### src/hdl/shash_pkg.sv
// Shared types, constants and round functions of the SHA-256 stream hasher.
package shash_pkg;

	typedef struct packed {
		logic [7:0] data_byte;
		logic       byte_present;
		logic       end_of_message;
	} shash_in_t;

	typedef struct packed {
		logic [31:0] digest_word;
		logic [2:0]  word_index;
		logic        last_word;
	} shash_out_t;

	typedef enum logic [1:0] {
		BSEL_DATA = 2'd0,
		BSEL_PAD  = 2'd1,
		BSEL_LEN  = 2'd2,
		BSEL_ZERO = 2'd3
	} shash_bsel_t;

	typedef struct packed {
		logic        shift_byte;
		shash_bsel_t bsel;
		logic [2:0]  len_idx;
		logic        count;
		logic        round;
		logic [5:0]  rnd;
		logic        fold;
		logic        emit;
		logic        init;
	} shash_cmd_t;

	localparam logic [5:0] LAST_BYTE  = 6'd63;
	localparam logic [5:0] LAST_ROUND = 6'd63;
	localparam logic [5:0] LEN_START  = 6'd56;
	localparam logic [2:0] LAST_WORD  = 3'd7;
	localparam logic [7:0] PAD_BYTE   = 8'h80;

	localparam logic [31:0] SHASH_IV [8] = '{
		32'h6a09e667, 32'hbb67ae85, 32'h3c6ef372, 32'ha54ff53a,
		32'h510e527f, 32'h9b05688c, 32'h1f83d9ab, 32'h5be0cd19
	};

	function automatic logic [31:0] rotr(input logic [31:0] x, input int n);
		rotr = (x >> n) | (x << (32 - n));
	endfunction

	function automatic logic [31:0] big_sig0(input logic [31:0] x);
		big_sig0 = rotr(x, 2) ^ rotr(x, 13) ^ rotr(x, 22);
	endfunction

	function automatic logic [31:0] big_sig1(input logic [31:0] x);
		big_sig1 = rotr(x, 6) ^ rotr(x, 11) ^ rotr(x, 25);
	endfunction

	function automatic logic [31:0] small_sig0(input logic [31:0] x);
		small_sig0 = rotr(x, 7) ^ rotr(x, 18) ^ (x >> 3);
	endfunction

	function automatic logic [31:0] small_sig1(input logic [31:0] x);
		small_sig1 = rotr(x, 17) ^ rotr(x, 19) ^ (x >> 10);
	endfunction

	function automatic logic [31:0] round_k(input logic [5:0] r);
		case (r)
			6'd0:  round_k = 32'h428a2f98;
			6'd1:  round_k = 32'h71374491;
			6'd2:  round_k = 32'hb5c0fbcf;
			6'd3:  round_k = 32'he9b5dba5;
			6'd4:  round_k = 32'h3956c25b;
			6'd5:  round_k = 32'h59f111f1;
			6'd6:  round_k = 32'h923f82a4;
			6'd7:  round_k = 32'hab1c5ed5;
			6'd8:  round_k = 32'hd807aa98;
			6'd9:  round_k = 32'h12835b01;
			6'd10: round_k = 32'h243185be;
			6'd11: round_k = 32'h550c7dc3;
			6'd12: round_k = 32'h72be5d74;
			6'd13: round_k = 32'h80deb1fe;
			6'd14: round_k = 32'h9bdc06a7;
			6'd15: round_k = 32'hc19bf174;
			6'd16: round_k = 32'he49b69c1;
			6'd17: round_k = 32'hefbe4786;
			6'd18: round_k = 32'h0fc19dc6;
			6'd19: round_k = 32'h240ca1cc;
			6'd20: round_k = 32'h2de92c6f;
			6'd21: round_k = 32'h4a7484aa;
			6'd22: round_k = 32'h5cb0a9dc;
			6'd23: round_k = 32'h76f988da;
			6'd24: round_k = 32'h983e5152;
			6'd25: round_k = 32'ha831c66d;
			6'd26: round_k = 32'hb00327c8;
			6'd27: round_k = 32'hbf597fc7;
			6'd28: round_k = 32'hc6e00bf3;
			6'd29: round_k = 32'hd5a79147;
			6'd30: round_k = 32'h06ca6351;
			6'd31: round_k = 32'h14292967;
			6'd32: round_k = 32'h27b70a85;
			6'd33: round_k = 32'h2e1b2138;
			6'd34: round_k = 32'h4d2c6dfc;
			6'd35: round_k = 32'h53380d13;
			6'd36: round_k = 32'h650a7354;
			6'd37: round_k = 32'h766a0abb;
			6'd38: round_k = 32'h81c2c92e;
			6'd39: round_k = 32'h92722c85;
			6'd40: round_k = 32'ha2bfe8a1;
			6'd41: round_k = 32'ha81a664b;
			6'd42: round_k = 32'hc24b8b70;
			6'd43: round_k = 32'hc76c51a3;
			6'd44: round_k = 32'hd192e819;
			6'd45: round_k = 32'hd6990624;
			6'd46: round_k = 32'hf40e3585;
			6'd47: round_k = 32'h106aa070;
			6'd48: round_k = 32'h19a4c116;
			6'd49: round_k = 32'h1e376c08;
			6'd50: round_k = 32'h2748774c;
			6'd51: round_k = 32'h34b0bcb5;
			6'd52: round_k = 32'h391c0cb3;
			6'd53: round_k = 32'h4ed8aa4a;
			6'd54: round_k = 32'h5b9cca4f;
			6'd55: round_k = 32'h682e6ff3;
			6'd56: round_k = 32'h748f82ee;
			6'd57: round_k = 32'h78a5636f;
			6'd58: round_k = 32'h84c87814;
			6'd59: round_k = 32'h8cc70208;
			6'd60: round_k = 32'h90befffa;
			6'd61: round_k = 32'ha4506ceb;
			6'd62: round_k = 32'hbef9a3f7;
			6'd63: round_k = 32'hc67178f2;
			default: round_k = 32'h0;
		endcase
	endfunction

endpackage

### src/hdl/shash_dp.sv
// Datapath: byte-shifted message window, schedule, round logic, chaining words, length count.
module shash_dp (
	input  logic                   clk,
	input  logic                   arst_n,
	input  shash_pkg::shash_cmd_t  cmd,
	input  logic [7:0]             data_byte,
	output logic [31:0]            out_word
);
	import shash_pkg::*;

	logic [31:0] win_q   [16];
	logic [31:0] chain_q [8];
	logic [31:0] work_q  [8];
	logic [60:0] total_q;
	logic [31:0] word_q;

	logic [63:0] len_bits;
	logic [7:0]  pbyte;
	logic [31:0] w_new;
	logic [31:0] t1;
	logic [31:0] t2;

	assign len_bits = {total_q, 3'b000};
	assign out_word = word_q;

	always_comb begin
		case (cmd.bsel)
			BSEL_DATA: pbyte = data_byte;
			BSEL_PAD:  pbyte = PAD_BYTE;
			BSEL_LEN:  pbyte = len_bits[8 * (7 - int'(cmd.len_idx)) +: 8];
			default:   pbyte = 8'h00;
		endcase
	end

	assign w_new = small_sig1(win_q[14]) + win_q[9] + small_sig0(win_q[1]) + win_q[0];

	assign t1 = work_q[7] + big_sig1(work_q[4])
		+ ((work_q[4] & work_q[5]) ^ (~work_q[4] & work_q[6]))
		+ round_k(cmd.rnd) + win_q[0];
	assign t2 = big_sig0(work_q[0])
		+ ((work_q[0] & work_q[1]) ^ (work_q[0] & work_q[2]) ^ (work_q[1] & work_q[2]));

	// window: bytes enter at the bottom; during rounds it moves one word per cycle
	always_ff @(posedge clk) begin
		if (cmd.shift_byte) begin
			for (int j = 0; j < 15; j++) begin
				win_q[j] <= {win_q[j][23:0], win_q[j + 1][31:24]};
			end
			win_q[15] <= {win_q[15][23:0], pbyte};
		end else if (cmd.round) begin
			for (int j = 0; j < 15; j++) begin
				win_q[j] <= win_q[j + 1];
			end
			win_q[15] <= w_new;
		end
	end

	always_ff @(posedge clk) begin
		if (cmd.emit) begin
			word_q <= chain_q[0];
		end
	end

	// working words equal the chaining words whenever neither a compression nor the digest output runs
	always_ff @(posedge clk or negedge arst_n) begin
		if (!arst_n) begin
			chain_q <= SHASH_IV;
			work_q  <= SHASH_IV;
			total_q <= '0;
		end else begin
			if (cmd.count) begin
				total_q <= total_q + 61'd1;
			end
			if (cmd.init) begin
				chain_q <= SHASH_IV;
				work_q  <= SHASH_IV;
				total_q <= '0;
			end else if (cmd.fold) begin
				for (int j = 0; j < 8; j++) begin
					chain_q[j] <= chain_q[j] + work_q[j];
					work_q[j]  <= chain_q[j] + work_q[j];
				end
			end else if (cmd.round) begin
				work_q[7] <= work_q[6];
				work_q[6] <= work_q[5];
				work_q[5] <= work_q[4];
				work_q[4] <= work_q[3] + t1;
				work_q[3] <= work_q[2];
				work_q[2] <= work_q[1];
				work_q[1] <= work_q[0];
				work_q[0] <= t1 + t2;
			end else if (cmd.emit) begin
				for (int j = 0; j < 7; j++) begin
					chain_q[j] <= chain_q[j + 1];
				end
				chain_q[7] <= chain_q[0];
			end
		end
	end

endmodule

### src/hdl/shash_ctrl.sv
// Controller: fill count, padding sequence, round counter and digest output handshake.
module shash_ctrl (
	input  logic                   clk,
	input  logic                   arst_n,
	input  logic                   item_valid,
	input  logic                   byte_present,
	input  logic                   end_of_message,
	output logic                   item_stall,
	output logic                   digest_valid,
	input  logic                   digest_stall,
	output logic [2:0]             word_index,
	output logic                   last_word,
	output shash_pkg::shash_cmd_t  cmd
);
	import shash_pkg::*;

	typedef enum logic [4:0] {
		S_IDLE  = 5'b00001,
		S_PAD   = 5'b00010,
		S_ROUND = 5'b00100,
		S_FINAL = 5'b01000,
		S_OUT   = 5'b10000
	} shash_state_t;

	shash_state_t state_q, state_d;
	logic [5:0] fill_q, fill_d;
	logic [5:0] rnd_q, rnd_d;
	logic [2:0] ocnt_q, ocnt_d;
	logic [2:0] oidx_q, oidx_d;
	logic       ovalid_q, ovalid_d;
	logic       msg_end_q, msg_end_d;
	logic       pad_first_q, pad_first_d;
	logic       len_ok_q, len_ok_d;
	logic       len_done_q, len_done_d;
	logic       load_out;

	assign item_stall   = (state_q != S_IDLE);
	assign digest_valid = ovalid_q;
	assign word_index   = oidx_q;
	assign last_word    = (oidx_q == LAST_WORD);
	assign load_out     = (state_q == S_OUT) && (!ovalid_q || !digest_stall);

	always_comb begin
		state_d     = state_q;
		fill_d      = fill_q;
		rnd_d       = rnd_q;
		ocnt_d      = ocnt_q;
		oidx_d      = oidx_q;
		ovalid_d    = ovalid_q & digest_stall;
		msg_end_d   = msg_end_q;
		pad_first_d = pad_first_q;
		len_ok_d    = len_ok_q;
		len_done_d  = len_done_q;
		cmd         = '0;
		cmd.bsel    = BSEL_DATA;
		cmd.rnd     = rnd_q;
		cmd.len_idx = fill_q[2:0];
		case (state_q)
			S_IDLE: begin
				if (item_valid) begin
					if (byte_present) begin
						cmd.shift_byte = 1'b1;
						cmd.count      = 1'b1;
						if (fill_q == LAST_BYTE) begin
							fill_d  = '0;
							rnd_d   = '0;
							state_d = S_ROUND;
							if (end_of_message) begin
								msg_end_d   = 1'b1;
								pad_first_d = 1'b1;
								len_ok_d    = 1'b1;
							end
						end else begin
							fill_d = fill_q + 6'd1;
							if (end_of_message) begin
								state_d     = S_PAD;
								pad_first_d = 1'b1;
								len_ok_d    = (fill_q + 6'd1) < LEN_START;
							end
						end
					end else if (end_of_message) begin
						state_d     = S_PAD;
						pad_first_d = 1'b1;
						len_ok_d    = fill_q < LEN_START;
					end
				end
			end
			S_PAD: begin
				cmd.shift_byte = 1'b1;
				if (pad_first_q) begin
					cmd.bsel = BSEL_PAD;
				end else if (len_ok_q && fill_q >= LEN_START) begin
					cmd.bsel = BSEL_LEN;
				end else begin
					cmd.bsel = BSEL_ZERO;
				end
				pad_first_d = 1'b0;
				if (fill_q == LAST_BYTE) begin
					fill_d     = '0;
					len_done_d = len_ok_q;
					len_ok_d   = 1'b1;
					msg_end_d  = 1'b1;
					rnd_d      = '0;
					state_d    = S_ROUND;
				end else begin
					fill_d = fill_q + 6'd1;
				end
			end
			S_ROUND: begin
				cmd.round = 1'b1;
				rnd_d     = rnd_q + 6'd1;
				if (rnd_q == LAST_ROUND) begin
					state_d = S_FINAL;
				end
			end
			S_FINAL: begin
				cmd.fold = 1'b1;
				if (len_done_q) begin
					ocnt_d  = '0;
					state_d = S_OUT;
				end else if (msg_end_q) begin
					state_d = S_PAD;
				end else begin
					state_d = S_IDLE;
				end
			end
			S_OUT: begin
				if (load_out) begin
					cmd.emit = 1'b1;
					ovalid_d = 1'b1;
					oidx_d   = ocnt_q;
					ocnt_d   = ocnt_q + 3'd1;
					if (ocnt_q == LAST_WORD) begin
						cmd.init    = 1'b1;
						fill_d      = '0;
						msg_end_d   = 1'b0;
						pad_first_d = 1'b0;
						len_ok_d    = 1'b0;
						len_done_d  = 1'b0;
						state_d     = S_IDLE;
					end
				end
			end
			default: begin
				state_d = S_IDLE;
			end
		endcase
	end

	always_ff @(posedge clk or negedge arst_n) begin
		if (!arst_n) begin
			state_q     <= S_IDLE;
			fill_q      <= '0;
			rnd_q       <= '0;
			ocnt_q      <= '0;
			oidx_q      <= '0;
			ovalid_q    <= 1'b0;
			msg_end_q   <= 1'b0;
			pad_first_q <= 1'b0;
			len_ok_q    <= 1'b0;
			len_done_q  <= 1'b0;
		end else begin
			state_q     <= state_d;
			fill_q      <= fill_d;
			rnd_q       <= rnd_d;
			ocnt_q      <= ocnt_d;
			oidx_q      <= oidx_d;
			ovalid_q    <= ovalid_d;
			msg_end_q   <= msg_end_d;
			pad_first_q <= pad_first_d;
			len_ok_q    <= len_ok_d;
			len_done_q  <= len_done_d;
		end
	end

	a_round_end: assert property (@(posedge clk) disable iff (!arst_n)
		(state_q == S_ROUND && rnd_q == LAST_ROUND) |=> (state_q == S_FINAL))
		else $error("compression did not finish after the last round");

	a_len_in_msg: assert property (@(posedge clk) disable iff (!arst_n)
		len_done_q |-> msg_end_q)
		else $error("length block done outside a message end");

	a_out_after_len: assert property (@(posedge clk) disable iff (!arst_n)
		(state_q == S_OUT) |-> len_done_q)
		else $error("digest output without the length block");

	a_fresh_msg: assert property (@(posedge clk) disable iff (!arst_n)
		(load_out && ocnt_q == LAST_WORD) |=> (state_q == S_IDLE && fill_q == '0 && !msg_end_q))
		else $error("hasher not back to a fresh message after the digest");

endmodule

### src/hdl/sha256_stream_hasher_unit.sv
// Top level of the SHA-256 stream hasher: controller plus datapath.
// A message byte request is taken while the unit is idle; the request that completes a 64-byte block is
// followed by a busy period (64 rounds at one per cycle and the chaining add). An
// end-of-message request then pads one byte per cycle up to the end of the block, runs
// one or two further compressions, and gives the eight digest words,
// one per cycle while the output is not stalled, index 0 first. After the last word is
// registered the unit takes the next message; the output register lets that happen
// while the final word still waits.
module sha256_stream_hasher_unit (
	input  logic                   clk,
	input  logic                   arst_n,
	input  logic                   item_valid,
	output logic                   item_stall,
	input  shash_pkg::shash_in_t   item,
	output logic                   digest_valid,
	input  logic                   digest_stall,
	output shash_pkg::shash_out_t  digest
);
	import shash_pkg::*;

	shash_cmd_t  cmd;
	logic [31:0] out_word;
	logic [2:0]  word_index;
	logic        last_word;

	shash_ctrl u_ctrl (
		.clk            (clk),
		.arst_n         (arst_n),
		.item_valid     (item_valid),
		.byte_present   (item.byte_present),
		.end_of_message (item.end_of_message),
		.item_stall     (item_stall),
		.digest_valid   (digest_valid),
		.digest_stall   (digest_stall),
		.word_index     (word_index),
		.last_word      (last_word),
		.cmd            (cmd)
	);

	shash_dp u_dp (
		.clk       (clk),
		.arst_n    (arst_n),
		.cmd       (cmd),
		.data_byte (item.data_byte),
		.out_word  (out_word)
	);

	assign digest.digest_word = out_word;
	assign digest.word_index  = word_index;
	assign digest.last_word   = last_word;

endmodule
### config.mk
export PLATFORM = sky130hd
export DESIGN_NAME = sha256_stream_hasher_unit
export DESIGN_NICKNAME = d
export VERILOG_FILES = /design/src/hdl/shash_pkg.sv /design/src/hdl/shash_dp.sv /design/src/hdl/shash_ctrl.sv /design/src/hdl/sha256_stream_hasher_unit.sv
export SDC_FILE = /design/constraint.sdc
export NUM_CORES = 2
export LEC_CHECK = 0
export ABC_AREA = 1
export ABC_CLOCK_PERIOD_IN_PS = 14130
export BUFFER_PORTS_ARGS = -buffer_cell sky130_fd_sc_hd__buf_4
export CORE_ASPECT_RATIO = 2
export CORE_MARGIN = 2
export CORE_UTILIZATION = 30
export CTS_BUF_LIST = sky130_fd_sc_hd__clkbuf_16
export DETAILED_ROUTE_END_ITERATION = 10
export RECOVER_POWER = 25
export SYNTH_ARGS = -nofsm -noshare
export SYNTH_HDL_FRONTEND = slang
export SYNTH_SLANG_ARGS = --single-unit
### constraint.sdc
create_clock -name clk -period 14.13 [get_ports clk]
set_clock_uncertainty 0.2 [all_clocks]
set_input_delay 0 -clock clk [delete_from_list [all_inputs] [get_ports clk]]
set_output_delay 0 -clock clk [all_outputs]
set_load 0.05 [all_outputs]
* Yosys cells after proc, flatten, opt, wreduce, memory -nomap -nowiden
Memories as Yosys holds them, arrays and structs flattened.
Index checks and enable logic that the tools add are counted.
** Storage, ports and cells
- Register bits after elaboration :: 633
- RAM bits :: 512
- Memory bits (read-only) :: 2048
- Output and inout port bits :: 38
- Memories kept :: 2
** Operators by class
- $add $sub $neg :: 23
- Order comparisons :: 3
- Equal/unequal tests :: 22
- Shifts and indexed selects :: 1
- Mux-type cells :: 87
- Bitwise operators :: 44
- Reduce and logical (&&, ||, !) cells :: 23
** Memory list
- (name not given) :: depth 64, bits a word 32, rd ports 1, clocked after Yosys merged registers in 0, write ports 0, RTL line shash_pkg.sv:67 : case (r)
- u_dp.win_q :: depth 16, bits a word 32, rd ports 16, clocked after Yosys merged registers in 0, write ports 16, RTL line shash_dp.sv:11 : logic [31:0] win_q [16];
** Operators by type and width (count)
- 2-to-1 mux 256 bit :: 7
- adder 32 bit :: 18
- 2-to-1 mux 32 bit :: 16
- bitwise XOR 32 bit :: 9
- AND 32 bit :: 5
- 2-to-1 mux 61 bit :: 2
- indexed part select 64 x 32 -> 8 bit :: 1
- adder 61 x 1 -> 61 bit, second input constant :: 1
- 2-to-1 mux 6 bit :: 8
- 2-to-1 mux 5 bit :: 9
- case mux 6 bit (3 select lines) :: 2
- NOT 32 bit :: 1
- bitwise OR 10 x 32 -> 32 bit :: 1
- bitwise OR 13 x 32 -> 32 bit :: 1
- bitwise OR 14 x 32 -> 32 bit :: 1
- bitwise OR 15 x 32 -> 32 bit :: 1
- bitwise OR 19 x 32 -> 32 bit :: 1
- bitwise OR 21 x 32 -> 32 bit :: 1
- bitwise OR 25 x 32 -> 32 bit :: 1
- bitwise OR 26 x 32 -> 32 bit :: 1
- bitwise OR 30 x 32 -> 32 bit :: 1
- bitwise OR 7 x 32 -> 32 bit :: 1
- bitwise XOR 32 x 22 -> 32 bit :: 1
- bitwise XOR 32 x 29 -> 32 bit :: 1
- 40 further kinds :: 112

* Depth between registers and ports, before layout
- Depth in word-level cells :: 11
- Gate-level depth with buffers :: 46
- Mapped depth without buffers :: 46

* Cells and area by module
From an unflattened synthesis, not the netlist that was laid out.
** Unflattened totals
- Cells, all modules :: 10697
- Area total of the unflattened synthesis :: 82968.3 µm²
** Modules (own cells, without submodules)
- shash_dp :: times used 1, cells an instance 10482, area each 81288.0 µm², seq. area each 31014.7 µm²
- shash_ctrl :: times used 1, cells an instance 214, area each 1672.9 µm², seq. area each 701.9 µm²
- sha256_stream_hasher_unit :: times used 1, cells an instance 1, area each 7.5 µm², seq. area each 0.0 µm²

* Worst setup path after synthesis
OpenSTA, ideal clock, no wires.
- Path kind :: register -> register
- Start point :: register u_ctrl.state_q[0]
- End point :: memory u_dp.win_q[0][0] (enable)
- Setup time :: 3664 ps
- Data arrival time :: 9972 ps
- Data required time :: 10266 ps
- Slack :: 294 ps
- Cell stages (with the launch flop) :: 9
- Buffers on the path :: 3
- Cells stage by stage :: dfstp_2 nor2_1 nand2_1 inv_1 nand3_1 clkbuf_1 clkbuf_1 clkbuf_1 nand2_1
** RTL lines
- start: declaration :: RTL line shash_ctrl.sv:25 : shash_state_t state_q, state_d;
- start signal: assignment :: RTL line shash_ctrl.sv:163 : state_q <= state_d;
- end: declaration :: RTL line shash_dp.sv:11

* Worst setup path after layout
- Start point :: register u_ctrl.rnd_q[1]
- End point :: register u_dp.work_q[243] in the netlist's numbering
** On the way
- Word-level cells in the longest chain between the ends :: 7
** RTL lines
- start: declaration :: RTL line shash_ctrl.sv:27 : logic [5:0] rnd_q, rnd_d;
- start signal: assignment :: RTL line shash_ctrl.sv:165 : rnd_q <= rnd_d;
- memory (64 x 32 bit)
- adder 32 bit (2 in series) :: RTL line shash_dp.sv:39 : + round_k(cmd.rnd) + win_q[0];
- adder 32 bit :: RTL line shash_dp.sv:91 : work_q[0] <= t1 + t2;
- 2-to-1 mux 256 bit :: RTL line shash_dp.sv:83 : end else if (cmd.round) begin
- 2-to-1 mux 256 bit :: RTL line shash_dp.sv:78 : end else if (cmd.fold) begin
- 2-to-1 mux 256 bit :: RTL line shash_dp.sv:74 : if (cmd.init) begin
- end signal: indexed assignment :: RTL line shash_dp.sv:81 : work_q[j] <= chain_q[j] + work_q[j];
- end: declaration :: RTL line shash_dp.sv:13 : logic [31:0] work_q [8];
Every way passes these cells. The select of a mux whose other input is x is not followed.
A chain may end at the register's enable or synchronous reset.

==> impl_metrics.tcl <==
set metrics [dict create \
    core_area_sq_mm 0.274 \
    path_max_fanout 12 \
    insertion_delay_ns 0.85 \
    cts.sinks 1145 \
    slowest_delay_ns 0.74 \
    syn2layout_area_growth_pct 10.1 \
    violations "capacitance limit, slew limit" \
    grt_first_pass_wirelength_um 638000 \
    drcViolationCount 0 \
    finalSetupViolCount 0 \
    grt_max_degree 187 \
    ff2ff_path_depth 38 \
    first_pass_iters 8 \
    synth_seq_cells 1145 \
    ioPinCount 52 \
    row_count 272 \
    worstSetupPathType "flop to flop" \
    drive_above_1_share 0.0628 \
    hold_violations 0 \
    postRouteAntennaNets 0 \
    endpoint_kind "flop" \
    cts_max_level 3 \
    critPathLaunchType "flop" \
    crit_arrival_ns 11.17 \
    wl_per_cell_um 32.3 \
    syn_avg_cell_area_sq_um 7.71 \
    track_usage 0.328 \
    slowest_stage "o211ai_1" \
    synthCells 10700 \
    timing.reg2reg.setup_slack_ns 3.49 \
    path_clk_slew_ns 0.07 \
    synth-edff-count 544 \
    synthArstFlopShare 0.525 \
    tightestPinTransition_ns 6.60 \
    viasPerCell 5.60 \
    drt_iter0_drc 6946 \
    hold_start "item[5]" \
    ys_warn_count 0 \
    ys_seq_area_frac 0.383 \
    yosys-top-cells-area "edfxtp_1 (20%), nand2_1 (11%), dfrtp_1 (9.9%), dfstp_2 (8.7%), o21ai_0 (6.9%)" \
    synth_top_cell_by_area "edfxtp_1" \
    ys_top_cells_by_count "nand2_1 (2447), inv_1 (1330), o21ai_0 (1147)" \
    synth_cell_types 65 \
    cts_tree "yes" \
    dp_hpwl_um 354000 \
    synth_nets 11300 \
    finalMaxSlewViolations 580 \
    slew_headroom -3.40 \
    max_freq_mhz 94.0 \
    cts_made_buffers 118 \
    status "finished, violations left" \
    fin_setup_tns_ns 0 \
    gp_congestion 1.08 \
    rsz0062_at_grt "false" \
    finalWirelength_um 462000 \
    hold_end "u_dp.win_q[3][99]$_DFFE_PP_" \
    required_ns 14.66 \
    finalNetCount 11200 \
    reg2reg_from "u_ctrl.rnd_q[1]$_DFFE_PN0P_" \
    multi_input_area_sq_mm 0.0442 \
    hp-class "primary input to flop" \
    syn_area_sq_mm 0.0827 \
    numPortBuffers 51 \
    holdPathStages 5 \
    dieArea_sq_mm 0.280 \
    post-route-min-period_ns 10.64 \
    drv_cap 17 \
    ys.flop_type "edfxtp_1" \
    min_period_over_period 0.753 \
    post_cts_buffers 0 \
    fp.dieH_um 747 \
    yosysMostFrequentCell "nand2_1" \
    root_buffer "clkbuf_16" \
    start_util 0.302 \
    via_count 80000 \
    fillerInstances 29700 \
    yosys.area.top_type_share 0.197 \
    grt_pass1_vias 81000 \
    grt-ovfl-total 0 \
    seq_area_sq_mm 0.0317 \
    antenna_found_initial 52 \
    cts_buffer_depth 3 \
    die_w_um 375 \
    r2r-end "u_dp.work_q[243]$_DFFE_PN1P_" \
]
## layout by cell type (no fill, tap or decap), types with 64 or more instances in the layout
| cell | Yosys | routed |
|---|---|---|
| nor3_1 | 127 | 128 |
| xor2_1 | 212 | 210 |
| a21oi_1 | 981 | 972 |
| o211ai_1 | 114 | 114 |
| o21ai_0 | 1147 | 1138 |
| inv_1 | 1330 | 1349 |
| buf_4 | 1 | 121 |
| fa_1 | 195 | 195 |
| a31oi_1 | 65 | 64 |
| nor2_1 | 800 | 800 |
| edfxtp_1 | 544 | 544 |
| nand3_1 | 434 | 435 |
| xnor2_1 | 173 | 173 |
| clkbuf_16 | 0 | 121 |
| dfrtp_1 | 328 | 328 |
| ha_1 | 396 | 396 |
| nand4_1 | 100 | 101 |
| dfstp_2 | 273 | 256 |
| nand2_1 | 2447 | 2445 |
## registers in the layout, indices dropped and copies added (netlist names)
| register | flops |
|---|---|
| u_dp.win_q | 512 |
| u_dp.chain_q | 256 |
| u_dp.work_q | 256 |
| u_dp.total_q | 61 |
| u_dp.out_word | 32 |
| u_ctrl.fill_q | 6 |
| u_ctrl.rnd_q | 6 |
| u_ctrl.state_q | 5 |
| u_ctrl.ocnt_q | 3 |
| u_ctrl.word_index | 3 |
| u_ctrl.digest_valid | 1 |
| u_ctrl.len_done_q | 1 |
| u_ctrl.len_ok_q | 1 |
| u_ctrl.msg_end_q | 1 |
| u_ctrl.pad_first_q | 1 |
## kinds of logic (layout without fill, tap and decap cells)
| family | count (synthesis) | after routing | share of synthesized area |
|---|---|---|---|
| XOR/XNOR | 385 | 385 | 0.0408 |
| buffers and inverters | 1813 | 1784 | 0.0834 |
| AO/OA/AOI/OAI | 2745 | 2745 | 0.184 |
| multiplexers | 5 | 5 | 0.000620 |
| other | 0 | 36 | 0 |
| AND/OR/NAND/NOR | 4031 | 4031 | 0.199 |
| flip-flops | 1145 | 1145 | 0.383 |
| adder cells (fa/ha/maj) | 604 | 604 | 0.109 |
## worst max-delay path: cells and delay by family (launching register included)
kind,cells,cell delay [ns]
compound gates,8,3.31
fa+ha+maj,7,3.13
simple gates,13,1.87
buf+inv,9,1.01
flops,1,0.56
xor+xnor,1,0.46
## layer usage
layer | wire length [um] | track usage
met5 | 200 | 0.000173
met1 | 134000 | 0.276
met2 | 229000 | 0.566
met3 | 26500 | 0.0824
met4 | 72800 | 0.414
## final cells by class
class                   count  share of cell area
multi-input cells        7770               0.485
inverters                1347              0.0557
clock buffers             121              0.0332
diodes                     36            0.000989
clock inverters           102             0.00860
flip-flops and latches   1145               0.348
repair buffers            214              0.0193
well taps                3562              0.0489
## what timing repair did
action / in CTS / in global routing
hold buffers: 25 / 0
gates resized for setup: 0 / 0
hold endpoints to repair: 220 / 0
## per-stage QoR
step | area [sq um] | instances | utilization | setup WS, ns | hold WS [ns]
6_report | 91100 | 14300 | 0.332 | 3.49 | 0.0208
5_1_grt | 91100 | 14300 | 0.332 | 3.22 | 0.0672
4_1_cts | 91000 | 14200 | 0.332 | 3.99 | 0.0151
3_5_place_dp | 86900 | 14000 | 0.317 | 3.99 | -0.174
3_3_place_gp | 86900 | 14000 | 0.317 | 4.05 | -0.175
2_1_floorplan | 82700 | 10700 | - | 0.294 | -0.496
## worst max-delay path by stage
stage | startpoint | end | slack, ns | cells after the start
6_report | u_ctrl.rnd_q[1]$_DFFE_PN0P_ | u_dp.work_q[243]$_DFFE_PN1P_ | 3.49 | 38
5_1_grt | u_ctrl.rnd_q[1]$_DFFE_PN0P_ | u_dp.work_q[243]$_DFFE_PN1P_ | 3.22 | 38
4_1_cts | u_ctrl.rnd_q[1]$_DFFE_PN0P_ | u_dp.work_q[242]$_DFFE_PN0P_ | 3.99 | 39
3_5_place_dp | u_ctrl.rnd_q[1]$_DFFE_PN0P_ | u_dp.work_q[242]$_DFFE_PN0P_ | 3.99 | 39
3_3_place_gp | u_ctrl.rnd_q[1]$_DFFE_PN0P_ | u_dp.work_q[242]$_DFFE_PN0P_ | 4.05 | 39
2_1_floorplan | u_ctrl.state_q[0]$_DFFE_PN1P_ | u_dp.win_q[0][0]$_DFFE_PP_ | 0.29 | 8
Power is not shown: default switching activity piles up to over one toggle a cycle in this logic, so the estimate is an artifact.
